File: src/hdl/thd_pkg.sv
// ----------------------------------------------------------------------------
// thd_pkg
// Shared widths, constants, types and tables of the THD-from-dB block.
// ----------------------------------------------------------------------------
`default_nettype none

package thd_pkg;

  // Item field widths
  localparam int LEVEL_W     = 16;
  localparam int THD_W       = 24;
  localparam int CNT_OUT_W   = 6;
  localparam int SUM_W       = 32;

  // Run length limit and counter width (must hold the limit itself)
  localparam int MAX_HARMONICS = 32;
  localparam int CNT_W         = $clog2(MAX_HARMONICS + 1);

  // Exponent constants: log2(10)/10 in Q24, ln2 in Q30
  localparam int L_Q24        = 5573271;
  localparam int LN2_Q30      = 744261118;
  localparam int TAYLOR_TERMS = 13;
  localparam int K_W          = 4;

  // Percent scale applied under the root: 100^2
  localparam int THD_SCALE = 10000;

  // Shared multiplier: signed operands, full product
  localparam int MUL_W  = 33;
  localparam int PROD_W = 2 * MUL_W;

  // Square-root datapath width (even, covers sum * 10000)
  localparam int SQ_W = 48;

  // Sequencer states
  typedef enum logic [3:0] {
    S_IDLE,
    S_EXPN,
    S_Y,
    S_TY,
    S_P,
    S_Q,
    S_C,
    S_SH,
    S_ADD,
    S_FIN,
    S_SQ0,
    S_SQ
  } state_t;

  // Status of the square-root unit
  typedef struct packed {
    logic busy;
    logic done;
    logic ovf;
  } sqrt_status_t;

  // floor(2^32 / k) for the Taylor divisors k = 2..13
  function automatic logic [31:0] recip(input logic [K_W-1:0] k);
    logic [31:0] r;
    case (k)
      4'd2:    r = 32'd2147483648;
      4'd3:    r = 32'd1431655765;
      4'd4:    r = 32'd1073741824;
      4'd5:    r = 32'd858993459;
      4'd6:    r = 32'd715827882;
      4'd7:    r = 32'd613566756;
      4'd8:    r = 32'd536870912;
      4'd9:    r = 32'd477218588;
      4'd10:   r = 32'd429496729;
      4'd11:   r = 32'd390451572;
      4'd12:   r = 32'd357913941;
      4'd13:   r = 32'd330382099;
      default: r = 32'd0;
    endcase
    return r;
  endfunction

endpackage

`default_nettype wire

File: src/hdl/thd_in_if.sv
// ----------------------------------------------------------------------------
// thd_in_if
// Input channel: one harmonic level item per handshake.
// ----------------------------------------------------------------------------
`default_nettype none

interface thd_in_if;
  import thd_pkg::*;

  logic                      valid;
  logic                      ready;
  logic signed [LEVEL_W-1:0] level_db;
  logic                      last;

  modport source (output valid, level_db, last, input ready);
  modport sink   (input valid, level_db, last, output ready);
endinterface

`default_nettype wire

File: src/hdl/thd_out_if.sv
// ----------------------------------------------------------------------------
// thd_out_if
// Output channel: one THD result item per run.
// ----------------------------------------------------------------------------
`default_nettype none

interface thd_out_if;
  import thd_pkg::*;

  logic                 valid;
  logic                 ready;
  logic [THD_W-1:0]     thd_percent;
  logic                 saturated;
  logic                 too_many;
  logic [CNT_OUT_W-1:0] harmonic_count;

  modport source (output valid, thd_percent, saturated, too_many, harmonic_count,
                  input ready);
  modport sink   (input valid, thd_percent, saturated, too_many, harmonic_count,
                  output ready);
endinterface

`default_nettype wire

File: src/hdl/thd_mul.sv
// ----------------------------------------------------------------------------
// thd_mul
// Shared signed multiplier with a registered full-width product.
// ----------------------------------------------------------------------------
`default_nettype none

module thd_mul (
  input  wire logic                              clk,
  input  wire logic signed [thd_pkg::MUL_W-1:0]  a,
  input  wire logic signed [thd_pkg::MUL_W-1:0]  b,
  output logic signed      [thd_pkg::PROD_W-1:0] prod
);
  import thd_pkg::*;

  // Product lands in the cycle after the operands
  always_ff @(posedge clk) begin
    prod <= a * b;
  end

endmodule

`default_nettype wire

File: src/hdl/thd_sqrt.sv
// ----------------------------------------------------------------------------
// thd_sqrt
// Integer square root, two radicand bits per cycle.
// ----------------------------------------------------------------------------
`default_nettype none

module thd_sqrt (
  input  wire logic                       clk,
  input  wire logic                       rst,
  input  wire logic                       start,
  input  wire logic [thd_pkg::SQ_W-1:0]   x,
  output logic [thd_pkg::THD_W-1:0]       root_out,
  output thd_pkg::sqrt_status_t           status
);
  import thd_pkg::*;

  logic            busy;
  logic            done;
  logic [SQ_W-1:0] rem;
  logic [SQ_W-1:0] root;
  logic [SQ_W-1:0] one_r;
  logic [SQ_W-1:0] trial;

  assign trial = root + one_r;

  // Control: busy until the lowest bit pair is done
  always_ff @(posedge clk) begin
    if (rst) begin
      busy <= 1'b0;
      done <= 1'b0;
    end else begin
      done <= 1'b0;
      if (start) begin
        busy <= 1'b1;
      end else if (busy && one_r[0]) begin
        busy <= 1'b0;
        done <= 1'b1;
      end
    end
  end

  // Restoring digit recurrence
  always_ff @(posedge clk) begin
    if (start) begin
      rem   <= x;
      root  <= '0;
      one_r <= {2'b01, {(SQ_W-2){1'b0}}};
    end else if (busy) begin
      if (rem >= trial) begin
        rem  <= rem - trial;
        root <= (root >> 1) + one_r;
      end else begin
        root <= root >> 1;
      end
      one_r <= one_r >> 2;
    end
  end

  assign root_out    = root[THD_W-1:0];
  assign status.busy = busy;
  assign status.done = done;
  assign status.ovf  = |root[SQ_W-1:THD_W];

endmodule

`default_nettype wire

File: src/hdl/thd_from_harmonic_db.sv
// ----------------------------------------------------------------------------
// thd_from_harmonic_db
// THD percent from a run of harmonic levels in dB, one shared multiplier.
// ----------------------------------------------------------------------------
// The first item of a run is the fundamental; each later item up to the run
// limit adds its power ratio 10^((level - fundamental)/10) to a saturating
// Q16.16 sum, and the item marked last also returns floor(sqrt(10000 * sum))
// as THD percent in Q16.8. The block takes one item at a time and drops ready
// while it works. A harmonic uses one shared 33x33 multiplier to form the
// exponent, then runs the first Taylor step and 12 more steps (multiply,
// reciprocal multiply, correction). Terms that clamp or vanish skip the
// series. A last item then goes through the root start, the 24-step square
// root and the output load. A finished result sits in an output register, so
// the next item is accepted while it waits; a second result stalls only if
// the first is still untaken.
`default_nettype none

module thd_from_harmonic_db (
  input wire logic  clk,
  input wire logic  rst,
  thd_in_if.sink    levels,
  thd_out_if.source results
);
  import thd_pkg::*;

  state_t state, state_next;

  // Run state
  logic signed [LEVEL_W-1:0] fund;
  logic [SUM_W-1:0]          sum;
  logic [CNT_W-1:0]          count;
  logic                      clamp;
  logic                      ovf;
  logic                      last_r;

  // Exponent datapath
  logic signed [8:0] n_reg;
  logic [29:0]       y_reg;
  logic [30:0]       term;
  logic [31:0]       e;
  logic [K_W-1:0]    k;
  logic [29:0]       p_reg;
  logic [29:0]       qe_reg;
  logic [SUM_W-1:0]  term_r;

  // Output register
  logic                 out_valid;
  logic [THD_W-1:0]     out_thd;
  logic                 out_sat;
  logic                 out_tm;
  logic [CNT_OUT_W-1:0] out_cnt;

  // Shared units
  logic signed [MUL_W-1:0]  mul_a, mul_b;
  logic signed [PROD_W-1:0] prod;
  logic                     sq_start;
  logic [THD_W-1:0]         sq_root;
  sqrt_status_t             sq_st;

  // Decoded values
  logic                      accept;
  logic                      out_free;
  logic                      out_load;
  logic signed [LEVEL_W:0]   diff;
  logic signed [8:0]         n_val;
  logic [31:0]               f_val;
  logic [29:0]               y_val;
  logic [29:0]               p_val;
  logic [29:0]               qe_val;
  logic [29:0]               qk_val;
  logic [29:0]               r_val;
  logic [29:0]               q_val;
  logic signed [8:0]         rsh_s;
  logic [31:0]               shifted;
  logic [SUM_W:0]            sum_ext;
  logic [6:0]                cnt7;
  logic [CNT_OUT_W-1:0]      cnt_clip;

  thd_mul u_mul (
    .clk  (clk),
    .a    (mul_a),
    .b    (mul_b),
    .prod (prod)
  );

  thd_sqrt u_sqrt (
    .clk      (clk),
    .rst      (rst),
    .start    (sq_start),
    .x        (prod[SQ_W-1:0]),
    .root_out (sq_root),
    .status   (sq_st)
  );

  // Handshake and field decode
  assign levels.ready = (state == S_IDLE) && !rst;
  assign accept       = levels.valid && levels.ready;
  assign out_free     = !out_valid || results.ready;
  assign out_load     = (state == S_SQ) && !sq_st.busy && out_free;

  assign diff   = (LEVEL_W+1)'(levels.level_db) - (LEVEL_W+1)'(fund);
  assign n_val  = prod[40:32];
  assign f_val  = prod[31:0];
  assign y_val  = prod[61:32];
  assign p_val  = prod[59:30];
  assign qe_val = prod[61:32];
  assign qk_val = prod[29:0];
  assign r_val  = p_reg - qk_val;
  assign q_val  = (r_val >= 30'(k)) ? qe_reg + 30'd1 : qe_reg;

  // Scale the 2^frac value by 2^n (n = 14 or 15 shifts left by n - 14, smaller n shifts right)
  assign rsh_s   = 9'sd14 - n_reg;
  assign shifted = (n_reg >= 9'sd14) ? (e << n_reg[0]) : (e >> rsh_s[4:0]);

  assign sum_ext  = {1'b0, sum} + {1'b0, term_r};
  assign cnt7     = 7'(count);
  assign cnt_clip = (cnt7 > 7'd63) ? 6'd63 : cnt7[5:0];

  // State register
  always_ff @(posedge clk) begin
    if (rst) begin
      state <= S_IDLE;
    end else begin
      state <= state_next;
    end
  end

  // Next state, multiplier operands, root start
  always_comb begin
    state_next = state;
    mul_a      = '0;
    mul_b      = '0;
    sq_start   = 1'b0;
    case (state)
      S_IDLE: begin
        mul_a = MUL_W'(diff);
        mul_b = MUL_W'(L_Q24);
        if (accept) begin
          if (count == '0 || count >= CNT_W'(MAX_HARMONICS)) begin
            state_next = S_FIN;
          end else begin
            state_next = S_EXPN;
          end
        end
      end
      S_EXPN: begin
        mul_a = MUL_W'(f_val);
        mul_b = MUL_W'(LN2_Q30);
        if (n_val >= 9'sd16 || n_val <= -9'sd18) begin
          state_next = S_ADD;
        end else begin
          state_next = S_Y;
        end
      end
      S_Y: begin
        state_next = S_TY;
      end
      S_TY: begin
        mul_a      = MUL_W'(term);
        mul_b      = MUL_W'(y_reg);
        state_next = S_P;
      end
      S_P: begin
        mul_a = MUL_W'(p_val);
        mul_b = MUL_W'(recip(k));
        if (k == K_W'(1)) begin
          state_next = S_TY;
        end else begin
          state_next = S_Q;
        end
      end
      S_Q: begin
        mul_a      = MUL_W'(qe_val);
        mul_b      = MUL_W'(k);
        state_next = S_C;
      end
      S_C: begin
        if (k == K_W'(TAYLOR_TERMS)) begin
          state_next = S_SH;
        end else begin
          state_next = S_TY;
        end
      end
      S_SH: begin
        state_next = S_ADD;
      end
      S_ADD: begin
        state_next = S_FIN;
      end
      S_FIN: begin
        mul_a = MUL_W'(sum);
        mul_b = MUL_W'(THD_SCALE);
        if (last_r) begin
          state_next = S_SQ0;
        end else begin
          state_next = S_IDLE;
        end
      end
      S_SQ0: begin
        sq_start   = 1'b1;
        state_next = S_SQ;
      end
      S_SQ: begin
        if (out_load) begin
          state_next = S_IDLE;
        end
      end
      default: begin
        state_next = S_IDLE;
      end
    endcase
  end

  // Run state: fundamental, sum, count and sticky flags
  always_ff @(posedge clk) begin
    if (rst) begin
      fund  <= '0;
      sum   <= '0;
      count <= '0;
      clamp <= 1'b0;
      ovf   <= 1'b0;
    end else begin
      if (accept) begin
        if (count == '0) begin
          fund  <= levels.level_db;
          sum   <= '0;
          clamp <= 1'b0;
          ovf   <= 1'b0;
          count <= CNT_W'(1);
        end else if (count >= CNT_W'(MAX_HARMONICS)) begin
          ovf <= 1'b1;
        end
      end
      if (state == S_EXPN && n_val >= 9'sd16) begin
        clamp <= 1'b1;
      end
      if (state == S_ADD) begin
        count <= count + CNT_W'(1);
        if (sum_ext[SUM_W]) begin
          sum   <= '1;
          clamp <= 1'b1;
        end else begin
          sum <= sum_ext[SUM_W-1:0];
        end
      end
      if (out_load) begin
        count <= '0;
        sum   <= '0;
        clamp <= 1'b0;
        ovf   <= 1'b0;
      end
    end
  end

  // Exponent series datapath
  always_ff @(posedge clk) begin
    if (accept) begin
      last_r <= levels.last;
    end
    case (state)
      S_EXPN: begin
        n_reg <= n_val;
        if (n_val >= 9'sd16) begin
          term_r <= '1;
        end else if (n_val <= -9'sd18) begin
          term_r <= '0;
        end
      end
      S_Y: begin
        y_reg <= y_val;
        term  <= 31'h4000_0000;
        e     <= 32'h4000_0000;
        k     <= K_W'(1);
      end
      S_P: begin
        p_reg <= p_val;
        if (k == K_W'(1)) begin
          term <= 31'(p_val);
          e    <= e + 32'(p_val);
          k    <= K_W'(2);
        end
      end
      S_Q: begin
        qe_reg <= qe_val;
      end
      S_C: begin
        term <= 31'(q_val);
        e    <= e + 32'(q_val);
        k    <= k + K_W'(1);
      end
      S_SH: begin
        term_r <= shifted;
      end
      default: begin
      end
    endcase
  end

  // Output register
  always_ff @(posedge clk) begin
    if (rst) begin
      out_valid <= 1'b0;
    end else if (out_load) begin
      out_valid <= 1'b1;
    end else if (results.ready) begin
      out_valid <= 1'b0;
    end
  end

  always_ff @(posedge clk) begin
    if (out_load) begin
      out_thd <= sq_st.ovf ? '1 : sq_root;
      out_sat <= clamp | sq_st.ovf;
      out_tm  <= ovf;
      out_cnt <= cnt_clip;
    end
  end

  assign results.valid          = out_valid;
  assign results.thd_percent    = out_thd;
  assign results.saturated      = out_sat;
  assign results.too_many       = out_tm;
  assign results.harmonic_count = out_cnt;

  // Checks
  a_sqrt_done_in_wait: assert property (@(posedge clk) disable iff (rst)
    sq_st.done |-> state == S_SQ)
    else $error("root finished outside its wait state");

  a_div_correction: assert property (@(posedge clk) disable iff (rst)
    state == S_C |-> r_val < 30'({k, 1'b0}))
    else $error("reciprocal quotient off by more than one");

  a_count_step: assert property (@(posedge clk) disable iff (rst)
    state == S_ADD |=> count == $past(count) + CNT_W'(1))
    else $error("harmonic count did not advance");

  a_count_limit: assert property (@(posedge clk) disable iff (rst)
    count <= CNT_W'(MAX_HARMONICS))
    else $error("harmonic count beyond run limit");

  a_emit_clears_run: assert property (@(posedge clk) disable iff (rst)
    out_load |=> results.valid && count == '0 && sum == '0)
    else $error("run state not cleared on emit");

endmodule

`default_nettype wire

File: src/flat_wrapper.sv
// flat-port wrapper written by rule: the top's interface ports become plain ports
module thd_from_harmonic_db_flat import thd_pkg::*;
  (clk, rst, levels_valid, levels_level_db, levels_last, levels_ready, results_valid, results_thd_percent, results_saturated, results_too_many, results_harmonic_count, results_ready);
  thd_in_if levels_i ();
  thd_out_if results_i ();
  input wire logic clk;
  input wire logic rst;
  input wire logic [$bits(levels_i.valid)-1:0] levels_valid;
  input wire logic [$bits(levels_i.level_db)-1:0] levels_level_db;
  input wire logic [$bits(levels_i.last)-1:0] levels_last;
  output wire logic [$bits(levels_i.ready)-1:0] levels_ready;
  output wire logic [$bits(results_i.valid)-1:0] results_valid;
  output wire logic [$bits(results_i.thd_percent)-1:0] results_thd_percent;
  output wire logic [$bits(results_i.saturated)-1:0] results_saturated;
  output wire logic [$bits(results_i.too_many)-1:0] results_too_many;
  output wire logic [$bits(results_i.harmonic_count)-1:0] results_harmonic_count;
  input wire logic [$bits(results_i.ready)-1:0] results_ready;
  assign levels_i.valid = levels_valid;
  assign levels_i.level_db = levels_level_db;
  assign levels_i.last = levels_last;
  assign levels_ready = levels_i.ready;
  assign results_valid = results_i.valid;
  assign results_thd_percent = results_i.thd_percent;
  assign results_saturated = results_i.saturated;
  assign results_too_many = results_i.too_many;
  assign results_harmonic_count = results_i.harmonic_count;
  assign results_i.ready = results_ready;
  thd_from_harmonic_db u_core (.clk(clk), .rst(rst), .levels(levels_i), .results(results_i));
endmodule
File: config.mk
export PLATFORM = sky130hd
export DESIGN_NAME = thd_from_harmonic_db_flat
export DESIGN_NICKNAME = d
export VERILOG_FILES = /design/src/hdl/thd_pkg.sv /design/src/hdl/thd_in_if.sv /design/src/hdl/thd_out_if.sv /design/src/hdl/thd_mul.sv /design/src/hdl/thd_sqrt.sv /design/src/hdl/thd_from_harmonic_db.sv /design/src/flat_wrapper.sv
export SDC_FILE = /design/constraint.sdc
export NUM_CORES = 2
export LEC_CHECK = 0
export BUFFER_PORTS_ARGS = -buffer_cell sky130_fd_sc_hd__buf_4
export CAP_MARGIN = 15
export CORE_ASPECT_RATIO = 0.75
export CORE_MARGIN = 2
export CORE_UTILIZATION = 45
export DETAILED_ROUTE_END_ITERATION = 16
export GPL_TIMING_DRIVEN = 0
export PLACE_DENSITY_LB_ADDON = 0.12
export SETUP_SLACK_MARGIN = 0.4
export SYNTH_ARGS = -nofsm -noshare
export SYNTH_HDL_FRONTEND = slang
export SYNTH_HIERARCHICAL = 1
export SYNTH_SLANG_ARGS = --single-unit
File: constraint.sdc
create_clock -name clk -period 9.75 [get_ports clk]
set_input_delay 0.4875 -clock clk [delete_from_list [all_inputs] [get_ports clk]]
set_output_delay 0.4875 -clock clk [all_outputs]
set_load 0.01 [all_outputs]
==> results by group <==
Status
  • Status: finished with violations
  • Failing checks: negative setup slack

Critical path
  • Required time worst endpoint: approximately 10,000 ps
  • Critical path capture point type: flop
  • CP peak stage delay: 840 ps
  • Slowest stage cell, crit path: clkbuf_1
  • Nature of the critical path startpoint: flop
  • CP arrival: 10,870 ps
  • Worst path most repeated cell: fa_1
  • Crit Path Category: flop to flop
  • CP max FO: 10

STA
  • Maximum clock rate: 0.09743 GHz
  • Tcrit/Tclk final: 1.053
  • Setup Viol. Count Final: 25
  • Max-slew violations: 0
  • Slew HR: 0.2003
  • Worst Skew: roughly 47 ps
  • Min Clock Period, post-route: roughly 10,000 ps
  • Post-route setup slack: -513.4 ps
  • Hold Fails Final Rpt: 0
  • Tightest Pin Transition: 1200 ps
  • Worst Hold Margin: 98.75 ps
  • RSZ-0062 raised after global routing: true

Logic synthesis
  • Mapped Area: 71,810 um^2
  • Post-synthesis area per instance: around 9.1 um^2
  • Total number of yosys warnings: 6
  • Cells after Synth: 7,900

Finish
  • Top flop regs: u_core/u_mul/prod: 62 flops, u_core/u_sqrt/rem: 48 flops, u_core/u_sqrt/root: 48 flops
  • Area Growth Syn to Fin: 13.35%
  • Fin area: about 81,000 um^2
  • Biggest register: u_core/u_mul/prod
  • Filler instances: 14,920
  • Largest register FFs: 62
  • Final nets: 9,785
  • Ratio of cells with drive above 1 in the final layout: 0.1232

Die
  • Core footprint: 158,000 um^2
  • Die height: 350.0 um
  • Initial core utilization: 0.4546
  • I/O pin cnt: 55
  • Die Span X: 465.3 um
  • FP Rows: between 100 and 150
  • Die area: 162,800 um^2

Placed design
  • Final Wtd Congestion: 1.034
  • # port buffers: 54
  • HPWL after detailed placement: 245,800 um
  • DP Area: about 76,000 um^2

Route
  • DR pass1 iterations: 9
  • Via Count: 62,280
  • Initial DRC count: 7,998
  • Final ANT Viol Nets: 0
  • # DRC: 0
  • Via density per instance: 5.994
  • WL per Instance: 29.33 um
  • Detailed Route WL: slightly above 300,000 um

GRT
  • Vias in the first global route: 59,570
  • Global-route wire length before repair: 431,200 um
  • Antenna violations before repair: 45
  • Overflow after GRT: 0
  • Largest net degree at the start of global routing: 65
  • Total GRT Usage: 0.3697

CTS
  • Htree depth: 2
  • CTS clock-pin slew for the worst setup and hold paths: ~70 ps
  • Clock buffer depth: 3
  • Num CTS Buffers: 49
  • CTS tree: built
  • Clock tree sinks: 496
  • Clk Latency, worst-skew pair: 670 ps
  • Clk Tree Root Cell: clkbuf_16

Run
  • Max Cap Viol: 0

Worst hold path
  • HP Class: primary input to flop
## worst max-delay path: cells and delay by family (launching register included)
kind | cells | cell delay [ps]
AOI/OAI and AO/OA | 7 | 1270
buffers and inverters | 9 | 2250
and+or+nand+nor | 8 | 1680
DFF | 1 | 460
adders and majority gates | 9 | 4480
## layout make-up
class                      instances  area (um^2)  share of cell area
multi-input combinational       5743        54220              0.6661
sequential                       496        12720              0.1563
inverter                        1229         4618             0.05673
buffer                           435         2888             0.03548
tap                             2112         2643             0.03246
timing repair buffer             258         2544             0.03125
clock buffer                      69         1503             0.01846
clock inverter                    23        195.2            0.002398
antenna                           25        62.56           0.0007685
## cell usage in the layout (no fill, tap or decap), drive strengths merged, types with 18 or more instances in the layout
master  instances
a211oi         60
a21boi         18
a21o           98
a21oi         355
a22oi          67
a311oi         26
a31oi          88
and2          591
and3           50
and4           21
buf           342
clkbuf        418
dfxtp         217
diode          25
edfxtp        279
fa           1118
ha            434
inv          1235
mux2           31
mux2i          98
mux4           20
nand2         978
nand2b         38
nand3         108
nand4          89
nor2          327
nor2b          46
nor3           63
nor4           25
o211ai         35
o21a           28
o21ai         302
o21bai         38
o22ai          25
o31ai          21
or2            53
or3            21
xnor2         131
xor2          110
## path summary, 6_finish.rpt
path	start	to	slack (ps)	cells past startpoint
hold reg to reg	u_core/fund[7]$_SDFFE_PP0P_	u_core/fund[7]$_SDFFE_PP0P_	460	2
setup / recovery	u_core/state[0]$_SDFFE_PP0P_	u_core/u_mul/prod[59]$_DFF_P_	-510	33
setup reg to reg	u_core/state[0]$_SDFFE_PP0P_	u_core/u_mul/prod[59]$_DFF_P_	-510	33
hold / removal	levels_level_db[0]	u_core/fund[0]$_SDFFE_PP0P_	100	3
## routing by layer
layer / wire (um) / vias up / share of wire / track usage
met5: 142 / - / 0.00047 / 0
met4: 9912 / 20 / 0.033 / 0.09853
met3: 39860 / 508 / 0.13 / 0.1118
met2: 117900 / 3684 / 0.39 / 0.4930
met1: 136900 / 31610 / 0.45 / 0.5704
li1: - / 26460 / - / -
## timing repair
item / in CTS / in global routing
setup buffers: 110 / 59
cloned: 2 / 1
setup endpoints to repair: 54 / 44
resized for setup: 484 / 208
hold buffers: 1 / 0
pin swaps: 124 / 126
endpoints found under the hold margin: 1 / 0
## stage by stage
stage	worst slack [ps]	util	std cells	TNS, ps
after floorplan	338.1	-	7903	0
after global placement	-3996	0.4762	10070	-140040
after detailed placement	-4014	0.4794	10100	-138970
after CTS	-473.4	0.5079	10300	-5396
after global routing	-662.6	0.5149	10370	-11560
final	-513.4	0.5153	10390	-7747
Power is not shown: default switching activity piles up to over one toggle a cycle in this logic, so the estimate is an artifact.
